==> config.mk <==
export PLATFORM = sky130hd
export DESIGN_NAME = bhse_ctrl
export DESIGN_NICKNAME = d
export VERILOG_FILES = /design/src/rtl/bhse_pkg.sv /design/src/rtl/bhse_cmp.sv /design/src/rtl/bhse_ctrl.sv
export SDC_FILE = /design/constraint.sdc
export NUM_CORES = 1
export LEC_CHECK = 0
export BUFFER_PORTS_ARGS = -buffer_cell sky130_fd_sc_hd__buf_2
export CAP_MARGIN = 10
export CORE_MARGIN = 1.5
export CORE_UTILIZATION = 58
export DETAILED_ROUTE_END_ITERATION = 16
export GPL_ROUTABILITY_DRIVEN = 1
export PLACE_DENSITY_LB_ADDON = 0.08
export SYNTH_ARGS = -nofsm -noshare
export SYNTH_HDL_FRONTEND = slang
export SYNTH_HIERARCHICAL = 1
export SYNTH_SLANG_ARGS = --single-unit
==> constraint.sdc <==
create_clock -name clk -period 7.7 [get_ports clk]
set_input_delay 1.54 -clock clk [delete_from_list [all_inputs] [get_ports clk]]
set_output_delay 1.54 -clock clk [all_outputs]
set_load 0.05 [all_outputs]
==> src/rtl/bhse_pkg.sv <==
`timescale 1ns / 1ps
// Package for the binary heap sift engine.
// Holds the transaction structs, the action and register codes and the controller states.
// Depends on nothing.
package bhse_pkg;

  localparam int DEPTH_DEF     = 1024;
  localparam int KEY_WIDTH_DEF = 32;

  localparam int ACTION_W    = 3;
  localparam int POS_W       = 10;
  localparam int SIZE_W      = 11;
  localparam int KEY_W       = 32;
  localparam int CFG_INDEX_W = 2;

  localparam logic [ACTION_W-1:0] ACT_WRITE     = 3'd0;
  localparam logic [ACTION_W-1:0] ACT_READ      = 3'd1;
  localparam logic [ACTION_W-1:0] ACT_SIFT_DOWN = 3'd2;
  localparam logic [ACTION_W-1:0] ACT_SIFT_UP   = 3'd3;
  localparam logic [ACTION_W-1:0] ACT_BUILD     = 3'd4;

  localparam logic [CFG_INDEX_W-1:0] CFG_HEAP_ORDER     = 2'd0;
  localparam logic [CFG_INDEX_W-1:0] CFG_COMPARE_SIGNED = 2'd1;

  typedef struct packed {
    logic [ACTION_W-1:0] action;
    logic [POS_W-1:0]    position;
    logic [SIZE_W-1:0]   heap_size;
    logic [KEY_W-1:0]    key_in;
  } cmd_t;

  typedef struct packed {
    logic [KEY_W-1:0] key_out;
    logic [POS_W-1:0] final_position;
    logic             range_error;
  } result_t;

  typedef struct packed {
    logic heap_order;
    logic compare_signed;
  } cfg_t;

  typedef enum logic [3:0] {
    S_IDLE,
    S_RD_WAIT,
    S_SD_INIT,
    S_SD_CUR,
    S_SD_LEFT,
    S_SD_RIGHT,
    S_SD_MOVE,
    S_SU_INIT,
    S_SU_CUR,
    S_SU_PAR,
    S_END
  } state_t;

endpackage

==> src/rtl/bhse_cmp.sv <==
`timescale 1ns / 1ps
// Key comparator: tells whether key p may not sit above key q under the current ordering.
// Depends on bhse_pkg.
module bhse_cmp #(
  parameter int KEY_WIDTH = 32
) (
  input  bhse_pkg::cfg_t        cfg,
  input  logic [KEY_WIDTH-1:0]  p,
  input  logic [KEY_WIDTH-1:0]  q,
  output logic                  swap
);
  import bhse_pkg::*;

  logic [KEY_WIDTH-1:0] flip;
  logic [KEY_WIDTH-1:0] pa;
  logic [KEY_WIDTH-1:0] qa;

  assign flip = cfg.compare_signed ? (KEY_WIDTH'(1) << (KEY_WIDTH - 1)) : '0;
  assign pa   = p ^ flip;
  assign qa   = q ^ flip;
  assign swap = cfg.heap_order ? (pa < qa) : (pa > qa);

endmodule

==> src/rtl/bhse_ctrl.sv <==
`timescale 1ns / 1ps
// Controller for the heap engine: decodes transactions and walks sift and build operations
// over the key RAM. Depends on bhse_pkg and bhse_cmp.
module bhse_ctrl #(
  parameter int DEPTH     = bhse_pkg::DEPTH_DEF,
  parameter int KEY_WIDTH = bhse_pkg::KEY_WIDTH_DEF
) (
  input  logic                     clk,
  input  logic                     rst,
  input  logic                     start,
  output logic                     busy,
  input  bhse_pkg::cmd_t           cmd,
  input  bhse_pkg::cfg_t           cfg,
  output logic                     done,
  output bhse_pkg::result_t        result,
  output logic                     mem_we,
  output logic [$clog2(DEPTH)-1:0] mem_waddr,
  output logic [KEY_WIDTH-1:0]     mem_wdata,
  output logic                     mem_re,
  output logic [$clog2(DEPTH)-1:0] mem_raddr,
  input  logic [KEY_WIDTH-1:0]     mem_rdata
);
  import bhse_pkg::*;

  localparam int AW = $clog2(DEPTH);
  localparam int SW = (AW + 2 > SIZE_W + 1) ? AW + 2 : SIZE_W + 1;

  state_t               state, state_next;
  logic [AW-1:0]        at, at_next;
  logic [AW-1:0]        best, best_next;
  logic [AW-1:0]        node, node_next;
  logic [SIZE_W-1:0]    size, size_next;
  logic [KEY_WIDTH-1:0] cur, cur_next;
  logic [KEY_WIDTH-1:0] best_key, best_key_next;
  logic                 moved, moved_next;
  logic                 is_build, is_build_next;
  result_t              result_next;
  logic                 done_next;

  logic [KEY_WIDTH-1:0] cmp_a, cmp_b;
  logic                 cmp_swap;
  logic [SW-1:0]        size_w, left_at, right_at, best_left;
  logic [AW-1:0]        parent, grand;
  logic                 pos_bad, size_bad;

  bhse_cmp #(.KEY_WIDTH(KEY_WIDTH)) u_cmp (
    .cfg  (cfg),
    .p    (cmp_a),
    .q    (cmp_b),
    .swap (cmp_swap)
  );

  assign size_w    = SW'(size);
  assign left_at   = (SW'(at) << 1) + SW'(1);
  assign right_at  = left_at + SW'(1);
  assign best_left = (SW'(best) << 1) + SW'(1);
  assign parent    = (at - AW'(1)) >> 1;
  assign grand     = (parent - AW'(1)) >> 1;
  assign pos_bad   = SW'(cmd.position) >= SW'(DEPTH);
  assign size_bad  = SW'(cmd.heap_size) > SW'(DEPTH);
  assign busy      = (state != S_IDLE);

  always_ff @(posedge clk) begin
    if (rst) begin
      state <= S_IDLE;
      done  <= 1'b0;
    end else begin
      state <= state_next;
      done  <= done_next;
    end
  end

  always_ff @(posedge clk) begin
    at       <= at_next;
    best     <= best_next;
    node     <= node_next;
    size     <= size_next;
    cur      <= cur_next;
    best_key <= best_key_next;
    moved    <= moved_next;
    is_build <= is_build_next;
    result   <= result_next;
  end

  always_comb begin
    state_next    = state;
    at_next       = at;
    best_next     = best;
    node_next     = node;
    size_next     = size;
    cur_next      = cur;
    best_key_next = best_key;
    moved_next    = moved;
    is_build_next = is_build;
    result_next   = result;
    done_next     = 1'b0;
    mem_we        = 1'b0;
    mem_waddr     = at;
    mem_wdata     = cur;
    mem_re        = 1'b0;
    mem_raddr     = at;
    cmp_a         = cur;
    cmp_b         = mem_rdata;

    unique case (state)
      S_IDLE: begin
        if (start) begin
          result_next.key_out        = '0;
          result_next.final_position = cmd.position;
          result_next.range_error    = 1'b0;
          at_next                    = AW'(cmd.position);
          size_next                  = cmd.heap_size;
          moved_next                 = 1'b0;
          is_build_next              = 1'b0;
          case (cmd.action)
            ACT_WRITE: begin
              done_next = 1'b1;
              if (pos_bad) begin
                result_next.range_error = 1'b1;
              end else begin
                mem_we    = 1'b1;
                mem_waddr = AW'(cmd.position);
                mem_wdata = KEY_WIDTH'(cmd.key_in);
              end
            end
            ACT_READ: begin
              if (pos_bad) begin
                result_next.range_error = 1'b1;
                done_next               = 1'b1;
              end else begin
                mem_re     = 1'b1;
                mem_raddr  = AW'(cmd.position);
                state_next = S_RD_WAIT;
              end
            end
            ACT_SIFT_DOWN: begin
              if (pos_bad || size_bad) begin
                result_next.range_error = 1'b1;
                done_next               = 1'b1;
              end else begin
                state_next = S_SD_INIT;
              end
            end
            ACT_SIFT_UP: begin
              if (pos_bad) begin
                result_next.range_error = 1'b1;
                done_next               = 1'b1;
              end else begin
                state_next = S_SU_INIT;
              end
            end
            ACT_BUILD: begin
              if (size_bad) begin
                result_next.range_error = 1'b1;
                done_next               = 1'b1;
              end else begin
                at_next       = AW'(cmd.heap_size >> 1);
                node_next     = AW'(cmd.heap_size >> 1);
                is_build_next = 1'b1;
                state_next    = S_SD_INIT;
              end
            end
            default: begin
              done_next = 1'b1;
            end
          endcase
        end
      end
      S_RD_WAIT: begin
        result_next.key_out = KEY_W'(mem_rdata);
        done_next           = 1'b1;
        state_next          = S_IDLE;
      end
      S_SD_INIT: begin
        if (left_at < size_w) begin
          mem_re     = 1'b1;
          mem_raddr  = at;
          state_next = S_SD_CUR;
        end else begin
          state_next = S_END;
        end
      end
      S_SD_CUR: begin
        cur_next   = mem_rdata;
        mem_re     = 1'b1;
        mem_raddr  = AW'(left_at);
        state_next = S_SD_LEFT;
      end
      S_SD_LEFT: begin
        cmp_a = cur;
        cmp_b = mem_rdata;
        if (cmp_swap) begin
          best_next     = AW'(left_at);
          best_key_next = mem_rdata;
        end else begin
          best_next     = at;
          best_key_next = cur;
        end
        if (right_at < size_w) begin
          mem_re     = 1'b1;
          mem_raddr  = AW'(right_at);
          state_next = S_SD_RIGHT;
        end else begin
          state_next = S_SD_MOVE;
        end
      end
      S_SD_RIGHT: begin
        cmp_a = best_key;
        cmp_b = mem_rdata;
        if (cmp_swap) begin
          best_next     = AW'(right_at);
          best_key_next = mem_rdata;
        end
        state_next = S_SD_MOVE;
      end
      S_SD_MOVE: begin
        if (best == at) begin
          state_next = S_END;
        end else begin
          mem_we     = 1'b1;
          mem_waddr  = at;
          mem_wdata  = best_key;
          at_next    = best;
          moved_next = 1'b1;
          if (best_left < size_w) begin
            mem_re     = 1'b1;
            mem_raddr  = AW'(best_left);
            state_next = S_SD_LEFT;
          end else begin
            state_next = S_END;
          end
        end
      end
      S_SU_INIT: begin
        if (at == '0) begin
          state_next = S_END;
        end else begin
          mem_re     = 1'b1;
          mem_raddr  = at;
          state_next = S_SU_CUR;
        end
      end
      S_SU_CUR: begin
        cur_next   = mem_rdata;
        mem_re     = 1'b1;
        mem_raddr  = parent;
        state_next = S_SU_PAR;
      end
      S_SU_PAR: begin
        cmp_a = mem_rdata;
        cmp_b = cur;
        if (cmp_swap) begin
          mem_we     = 1'b1;
          mem_waddr  = at;
          mem_wdata  = mem_rdata;
          at_next    = parent;
          moved_next = 1'b1;
          if (parent == '0) begin
            state_next = S_END;
          end else begin
            mem_re    = 1'b1;
            mem_raddr = grand;
          end
        end else begin
          state_next = S_END;
        end
      end
      S_END: begin
        if (moved) begin
          mem_we    = 1'b1;
          mem_waddr = at;
          mem_wdata = cur;
        end
        if (is_build && (node != '0)) begin
          node_next  = node - AW'(1);
          at_next    = node - AW'(1);
          moved_next = 1'b0;
          state_next = S_SD_INIT;
        end else begin
          if (!is_build) begin
            result_next.final_position = POS_W'(at);
          end
          done_next  = 1'b1;
          state_next = S_IDLE;
        end
      end
      default: begin
        state_next = S_IDLE;
      end
    endcase
  end

endmodule

# ---- After elaboration in Yosys (flattened, before gate mapping)
# Cells that the tools add are included.
# W data, S select, Z words.
dict set report classes {
  add_sub_neg 6
  magnitude_cmp 6
  eq_ne 27
  n_mux 81
  n_bitwise 2
  n_reduce_logical 21
}
# operator n
set ops {}
lappend ops {{$mux W10} 23}
lappend ops {{$mux W32} 7}
lappend ops {{$pmux W32 S2} 3}
lappend ops {{$pmux W32 S3} 1}
lappend ops {{$xor A32 B32 Y32} 2}
lappend ops {{$pmux W10 S2} 3}
lappend ops {{$pmux W10 S6} 1}
lappend ops {{$mux W43} 1}
lappend ops {{$pmux W10 S4} 1}
lappend ops {{$pmux W4 S10} 1}
lappend ops {{$lt A12 B11 Y1} 3}
lappend ops {{$gt A32 B32 Y1} 1}
lappend ops {{$lt A32 B32 Y1} 1}
lappend ops {{$mux W4} 7}
lappend ops {{$add A11 B1 Y12 const B} 2}
lappend ops {{$mux W1} 24}
lappend ops {{$logic_not A10 Y1} 2}
lappend ops {{$sub A10 B1 Y10 const B} 2}
lappend ops {{$eq A4 B3 Y1 const B} 4}
lappend ops {{$ne A2 B2 Y1 const B} 8}
lappend ops {{$add A12 B1 Y12 const B} 1}
lappend ops {{$eq A4 B4 Y1 const B} 3}
lappend ops {{$pmux W4 S3} 1}
lappend ops {{$gt A11 B11 Y1 const B} 1}
lappend ops {{25 further kinds} 40}
dict set report totals {
  regBits 155
  input_bits 93
  output_inout_bits 99
  word_cells 156
}

# ---- Depth between registers and ports, before layout
# Gate-level depths: netlist of run 1.
dict set report depth {
  depth_word 7
  depth_mapped 22
  ltp_nobuf 20
}

# ---- By module
# The synthesis of run 1 kept the hierarchy.
# module instances cells_each area_per_inst_um2 seq_area_each_um2
set modules_own_cells {}
lappend modules_own_cells {bhse_ctrl 1 1162 10797.9 4604.4}
lappend modules_own_cells {bhse_cmp 1 118 829.5 0.0}

# ---- Least setup slack after synthesis of run 1
# OpenSTA, ideal clock, no wires.
dict set report synth_timing {
  path_kind {flip-flop to flip-flop}
  start {reg state[1]}
  end {reg best[0] (enable)}
  setup_time_ns 0.455
  arrival_ns 6.680
  required_time_ns 7.245
  path_slack_ns 0.565
  path_stages_with_launch 22
  path_buffers 7
  synth_period_minus_slack_ns 7.135
  path_cell_list {dfxtp_1 -> clkbuf_1 -> nand2b_1 -> nor2_1 -> clkbuf_1 -> clkbuf_1 -> buf_1 -> nand2_1 -> nand2_1 -> inv_1 -> ha_1 -> a21oi_1 -> nand2_1 -> a221o_1 -> a211oi_2 -> o21ai_1 -> mux2_1 -> buf_1 -> buf_1 -> buf_1 -> inv_1 -> a21oi_1}
}
dict set report synth_via {
  elab_chain_len 7
  word_cells_on_any_way 13
  classes_between {order compare (2); eq/ne (4); mux (3); bitwise (2); reduce/logical (2)}
}
# item line_no
set synth_lines {}
lappend synth_lines {{start: declaration} bhse_ctrl.sv:28} ;# state_t state, state_next;
lappend synth_lines {{start signal: assignment} bhse_ctrl.sv:68} ;# state <= state_next;
lappend synth_lines {{$eq A4 B4 Y1 *} bhse_ctrl.sv:105} ;# unique case (state)
lappend synth_lines {{$mux W32 *} bhse_ctrl.sv:105}
lappend synth_lines {{named net cmp_b[30]} bhse_ctrl.sv:40} ;# logic [KEY_WIDTH-1:0] cmp_a, cmp_b;
lappend synth_lines {{$xor A32 B32 Y32 *} bhse_cmp.sv:20} ;# assign qa = q ^ flip;
lappend synth_lines {{$gt A32 B32 Y1 / $lt A32 B32 Y1 (equally long branches)} bhse_cmp.sv:21} ;# assign swap = cfg.heap_order ? (pa < qa) : (pa > qa);
lappend synth_lines {{$mux W1 *} bhse_cmp.sv:21}
lappend synth_lines {{named net cmp_swap} bhse_ctrl.sv:41} ;# logic cmp_swap;
lappend synth_lines {{$ne A2 B2 Y1 (no line) *} n/a}
lappend synth_lines {{$reduce_and A2 Y1 (no line) *} n/a}
lappend synth_lines {{end signal: assignment} bhse_ctrl.sv:75} ;# best <= best_next;
lappend synth_lines {{end: declaration} bhse_ctrl.sv:30} ;# logic [AW-1:0] best, best_next;
# The timed path passes the listed nets; every way through them passes the cells marked *.
# A chain may end at the register's enable or synchronous reset.

# ---- Final worst setup path of run 1
dict set report layout_timing {
  start {reg state[0]}
  end {out mem_raddr[8]}
}
dict set report layout_via {
  elab_chain_len 7
  word_cells_on_any_way 16
  classes_between {order compare (2); eq/ne (6); mux (5); bitwise (2); reduce/logical (1)}
}
# item line_no
set layout_lines {}
lappend layout_lines {{$eq A4 B4 Y1 / $eq A4 B3 Y1 (equally long branches)} bhse_ctrl.sv:105}
lappend layout_lines {{$pmux W32 S2 *} bhse_ctrl.sv:105}
lappend layout_lines {{named net cmp_a[31]} bhse_ctrl.sv:40}
lappend layout_lines {{$xor A32 B32 Y32 *} bhse_cmp.sv:19} ;# assign pa = p ^ flip;
lappend layout_lines {{$gt A32 B32 Y1 / $lt A32 B32 Y1 (equally long branches)} bhse_cmp.sv:21}
lappend layout_lines {{$mux W1 *} bhse_cmp.sv:21}
lappend layout_lines {{named net cmp_swap} bhse_ctrl.sv:41}
lappend layout_lines {{$mux W10 *} bhse_ctrl.sv:252} ;# if (cmp_swap) begin
lappend layout_lines {{$pmux W10 S6 *} bhse_ctrl.sv:105}
lappend layout_lines {{end: declaration} bhse_ctrl.sv:20} ;# output logic [$clog2(DEPTH)-1:0] mem_raddr,
# Marks and branches as above.

==> metrics.txt, run 1 <==
H-tree depth 4; antenna violations before repair 1; Fin Setup TNS 0 ns; die width 145 um; clk_skew between 0.01 and 0.015 ns; status complete, no violations; XOR/XNOR Fraction of Synth Area 3.09%; first-pass GRT wire length ~55 mm; CTS tree done; global route total overflow 0; cell taking the most area after synthesis edfxtp_1; DP Wirelength ~25 mm; Crit. End Element output pin; final setup fails 0; GRT Resource Usage Total around a third; Die H about 140 um; Slew headroom between 20% and 30%; # Max-Cap Violations 0; Pleak roughly 0.0059 uW; FP Rows 51; Root Driver clkbuf_16; most frequent cells in the layout 283 x nand2_1, 191 x buf_2, 150 x edfxtp_1; Crit Path Category reg2out; power per cell area around 240 nW/um^2; post-layout util between 60 and 70%; Synth Flop Type edfxtp_1; crit share post-route between 90% and 100%; worst-path maximum fanout 75; drc violations 0; remaining antenna violation count 0; RSZ-0062 raised after global routing no; Arr. time, crit path about 5.6 ns; post-CTS setup buffers 0; CP Launch Type flop; CTS Hold Bufs 0; syn_area_per_cell approximately 9.1 um^2; I/O pins 192; Final #Nets 1,596; initial DRC count just over 1,000; top-area cell type share of the netlist area 38.7%; Adder-Cell Fraction of Synth Area roughly 7%; Detailed Routing Iterations Pass 1 5; Worst-path clk slew roughly 0.070 ns; post-CTS resize count 0; mux share of post-synthesis cell area under 10%; Hold Path Class reg2reg; RD Place Congestion 0.984; largest net degree at the start of global routing 76; Least-Margin Pin Slew roughly 1.1 ns; Core Region slightly below 20,000 um^2; Clock Sink Count roughly 160; vias in the first global route slightly below 10,000; die area ~21,000 um^2; Area growth syn-to-layout 16.4%; maximum root-to-sink buffer count 2; mapped cell area approximately 12,000 um^2; EDFF count, synth 150; cts bufs inserted 17; Vias/cell ~6.2; drt total wl roughly 36 mm; Synth Area in Compound Gates 17.8%; Synth area leaders edfxtp_1 39%, nand2_1 9.2%, ha_1 7.1%; Yosys Warn Count 6; number of diodes 0; share of post-route cells with drive strength above 1 between 20% and 30%; Final Max Tran Viols 0; PortBufs roughly 190; most common cell after layout, fill and taps aside nand2_1; Initial Util between 50% and 60%; Tmin final between 7 and 8 ns; post-synthesis simple-gate area fraction between 10% and 20%; Mapped Cells between 1,000 and 1,500; Post-synth ARST share 0%; f_max ~140 MHz; DR WL/cell 21.0 um; Vias 10,700; final-report hold violation count 0; count of cell types in the netlist 79; syn_nets approximately 1,400; CP required a little over 6 ns; peak supply drop 168 uV; Seq cells post-synth between 150 and 200; fillers 1,560; dominant combinational cell family by area after synthesis simple AND/OR/NAND/NOR gates; worst skew pair latency 0.44 ns; sequential area share after synthesis about two fifths
routing by layer:
metal  global-route usage [%]  part of all wire, %
met5                        0                0.028
met1                     47.4                   42
met4                     12.8                  2.8
met2                     55.1                   47
met3                     6.59                  8.2
cells by family after synthesis:
family | count (synthesis)
AND/OR/NAND/NOR | 490
AO/OA/AOI/OAI | 293
flip-flops | 155
buffers and inverters | 142
multiplexers | 93
adder cells (fa/ha/maj) | 66
XOR/XNOR | 41
synth_stat cells (7+ instances only):
| cell type | n |
|---|---|
| nand2_1 | 284 |
| edfxtp_1 | 150 |
| o21ai_0 | 69 |
| ha_1 | 66 |
| clkbuf_1 | 59 |
| inv_1 | 59 |
| a21oi_1 | 58 |
| nor2_1 | 56 |
| mux2i_1 | 53 |
| a221o_1 | 49 |
| a22oi_1 | 39 |
| mux2_2 | 39 |
| and2_1 | 33 |
| nand3_1 | 30 |
| xor2_1 | 25 |
| nor3_1 | 17 |
| xnor2_1 | 16 |
| buf_1 | 13 |
| nor4_1 | 10 |
| a211oi_1 | 9 |
| a21o_1 | 8 |
| buf_2 | 8 |
| nand4_1 | 8 |
| nor2b_1 | 8 |
| a221oi_1 | 7 |
| or3_1 | 7 |
final timing paths:
path | startpoint | to | slack, ns | depth (start not counted)
worst max register to register | state[0] | best_key[7] | 1.92 | 14
worst min-delay path | cur[1] | best_key[1] | 0.67 | 1
worst max-delay path | state[0] | mem_raddr[8] | 0.53 | 20
worst min register to register | cur[1] | best_key[1] | 0.67 | 1
flip-flops by register name, indices dropped and copies added, names as in the netlist:
signal    flops
result       43
best_key     32
cur          32
size         11
at           10
best         10
node         10
state         4
done          1
is_build      1
moved         1
power breakdown:
group / switching [uW] / leakage (uW) / internal, uW
Clock: 391 / 0.000309 / 527
Sequential: 62.1 / 0.00146 / 1050
Combinational: 846 / 0.00418 / 353
worst max-delay path: stages, from the launching register on:
cell and delay (ns):
dfxtp_1 0.64, nand2b_1 0.30, nor2_4 0.16, buf_4 0.65, a22oi_1 0.19, nand2_1 0.11
xor2_1 0.15, ha_1 0.26, nand4_1 0.17, nor2_1 0.06, a221o_1 0.33, a211oi_2 0.23
o21ai_1 0.11, mux2_2 0.39, nor2b_1 0.10, a22oi_1 0.15, o211ai_1 0.12, a221o_1 0.30
a2111oi_0 0.38, a211oi_1 0.13, buf_2 0.24
layout make-up:
class                           instances  area [um^2]  share of cell area [%]
Multi-Input combinational cell        983         6550                    48.4
Sequential cell                       155         4600                    34.0
Timing Repair Buffer                  221         1200                    8.85
Clock buffer                           18          429                    3.17
Tap cell                              265          332                    2.45
Inverter                               59          221                    1.64
Clock inverter                         14          196                    1.45
stage by stage:
step | hold WS [ns] | instance area [um^2] | setup WS [ns] | total power, uW | instances
2_1_floorplan | 0.598 | 11600 | 0.565 | 1980 | 1280
3_3_place_gp | 0.642 | 12900 | 1.11 | 2290 | 1682
3_5_place_dp | 0.654 | 12900 | 1.04 | 2310 | 1682
4_1_cts | 0.662 | 13500 | 0.576 | 3220 | 1714
5_1_grt | 0.690 | 13500 | 0.156 | 3350 | 1715
6_report | 0.666 | 13500 | 0.532 | 3220 | 1715
(Power assumes the default switching activity.)
==> inputs of run 2 (changes only) <==
==> constraint.sdc (replaced) <==
create_clock -name clk -period 7.7 [get_ports clk]
set_input_delay 0.77 -clock clk [delete_from_list [all_inputs] [get_ports clk]]
set_output_delay 0.77 -clock clk [all_outputs]
set_load 0.05 [all_outputs]
==> run 2 against run 1 <==
Sequential power about the same; largest cell class unchanged; via count grew 0.23%; first-iteration DRC count down 4.4%; critical path type unchanged; cell area shrank 0.84%; non-clock buffer count decreased by 4.
==> metrics.txt, run 2 (same netlist as run 1, synthesis figures left out) <==
status complete, no violations (unchanged); Sequential Power Share 35.3% (was 34.4%); CP required 6.93 ns (was 6.16 ns); share of post-route cells with drive strength above 1 21.9% (was 22.1%); Vias 10,700 (about the same); Vias/cell 6.24 (was 6.21); clock power share 26.4% (was 28.5%); Switch Pwr 1300 uW (about the same); Root Driver clkbuf_16 (unchanged); Worst-path clk slew 0.06 ns (was 0.07 ns); FP Rows 51 (unchanged); Pleak 0.00587 uW (was 0.00594 uW); final instance area 13,400 um^2 (was 13,500 um^2); Area growth syn-to-layout 15.4% (was 16.4%); peak supply drop 162 uV (was 168 uV); cts bufs inserted 17 (unchanged); Slew headroom 23.5% (was 24.7%); CTS Hold Bufs 0 (unchanged); maximum root-to-sink buffer count 2 (unchanged); worst-path maximum fanout 30 (was 75); Hold Path Class in2reg (was reg2reg); most common cell after layout, fill and taps aside nand2_1 (unchanged); final-report hold violation count 0 (unchanged); Arr. time, crit path 6.09 ns (was 5.63 ns); Tmin final 6.86 ns (was 7.17 ns); drc violations 0 (unchanged); Largest register FFs 43 (unchanged); RSZ-0062 raised after global routing no (unchanged); Least-Margin Pin Slew 1.14 ns (was 1.13 ns); f_max 146 MHz (was 140 MHz); RD Place Congestion 0.992 (was 0.984); Final #Nets 1,592 (was 1,596); drt total wl 35.7 mm (was 36.0 mm); CP Launch Type flop (unchanged); Area after DPL 12,900 um^2 (about the same); Gate power share 38.4% (was 37.2%); Layout Cells excl Fill 1,712 (was 1,715); Int Pwr 1820 uW (was 1930 uW); die width 145 um (unchanged); Core Region 19,600 um^2 (unchanged); Crit. End Element output pin (unchanged); most frequent cells in the layout 283 x nand2_1, 191 x buf_2, 150 x edfxtp_1 (unchanged); Die H 145 um (unchanged); DP Wirelength 25.3 mm (about the same); dpl cells 1,679 (was 1,682); power per cell area 233 nW/um^2 (was 238 nW/um^2); Storage cell area 4600 um^2 (unchanged); global route total overflow 0 (unchanged); clk_skew 0.0112 ns (was 0.0140 ns); I/O pins 192 (unchanged); vias in the first global route 9,826 (was 9,838); # Max-Cap Violations 0 (unchanged); Net Sw Frac 41.7% (was 40.3%); initial DRC count 972 (was 1,017); die area 20,900 um^2 (unchanged); first-pass GRT wire length 54.4 mm (was 54.7 mm); Clock Sink Count 155 (unchanged); Fin Setup TNS 0 ns (unchanged); largest registers result (43), best_key (32), cur (32) (unchanged); GRT Resource Usage Total 34.2% (was 34.7%); Multi-input gate area 6550 um^2 (unchanged); crit share post-route 89.0% (was 93.1%); post-CTS resize count 0 (unchanged); DR WL/cell 20.9 um (was 21.0 um); remaining antenna violation count 0 (unchanged); final setup fails 0 (unchanged); H-tree depth 4 (unchanged); CTS tree done (unchanged); largest net degree at the start of global routing 76 (unchanged); Crit Path Category reg2out (unchanged); fillers 1,636 (was 1,560); Final Max Tran Viols 0 (unchanged); PortBufs 191 (unchanged); antenna violations before repair 1 (unchanged); Initial Util 59.4% (unchanged); Top reg by flops result (unchanged); Detailed Routing Iterations Pass 1 5 (unchanged); post-CTS setup buffers 0 (unchanged); worst skew pair latency 0.44 ns (about the same)
-- run 2: cell count changes in the layout (fill, tap and decap cells not counted), sizes merged --
| cell | before | now |
|---|---|---|
| diode | 0 | 1 |
| bufinv | 3 | 0 |
| inv | 69 | 67 |
| clkinvlp | 0 | 3 |
| buf | 221 | 217 |
| clkinv | 1 | 3 |
-- run 2: routing by layer --
metal  vias to the layer above  GRT usage, %  share of wire [%]
met3                        48          5.99                8.3
li1                       5006             -                  -
met2                       497          55.5                 48
met4                         2          11.5                2.1
met5                         -             0              0.039
met1                      5124          46.2                 42
-- run 2: worst paths after layout --
check	start	endpoint	slack [ns]	depth (start not counted)
hold / removal	rst	state[3]	0.57	2
setup reg to reg	state[0]	best_key[23]	1.62	14
setup / recovery	state[3]	mem_wdata[21]	0.84	19
hold reg to reg	cur[29]	best_key[29]	0.67	1
-- run 2: power groups by stage --
stage	combinational (uW)	sequential (uW)	clock (uW)
floorplan	699	1280	0
CTS	1190	1100	825
global route	1280	1110	852
detailed placement	1180	1120	0
global placement	1170	1120	0
finish	1200	1100	824
-- run 2: critical path, stage by stage, from the launching register on --
cell	delay, ns
dfxtp_1	0.63
nor2_1	0.21
nand2_1	0.24
nor2_4	0.06
nor2_2	0.64
buf_4	0.35
nand2_1	0.07
nand2_1	0.07
ha_1	0.25
nand4_1	0.25
nor2_1	0.07
a221o_1	0.34
a211oi_2	0.26
o21ai_1	0.11
mux2_2	0.60
buf_4	0.59
mux2i_1	0.26
o21ai_0	0.10
a221o_1	0.27
buf_2	0.21
-- run 2: area by class of cell --
cell class,instances,area share (%)
antenna,1,0.0186
clock inverter,14,0.942
tap,265,2.47
clock buffer,18,3.20
timing repair buffer,217,8.58
multi-input combinational,983,48.8
inverter,59,1.65
sequential,155,34.3
-- run 2: through the flow --
stage	total power [uW]	utilization [%]	setup WS, ns	hold WS [ns]
after floorplan	1980	-	0.565	0.598
after global placement	2290	65.7	1.32	0.649
after detailed placement	2300	65.7	1.33	0.657
after CTS	3120	68.5	0.844	0.554
after global routing	3240	68.5	0.434	0.564
final	3130	68.5	0.845	0.567
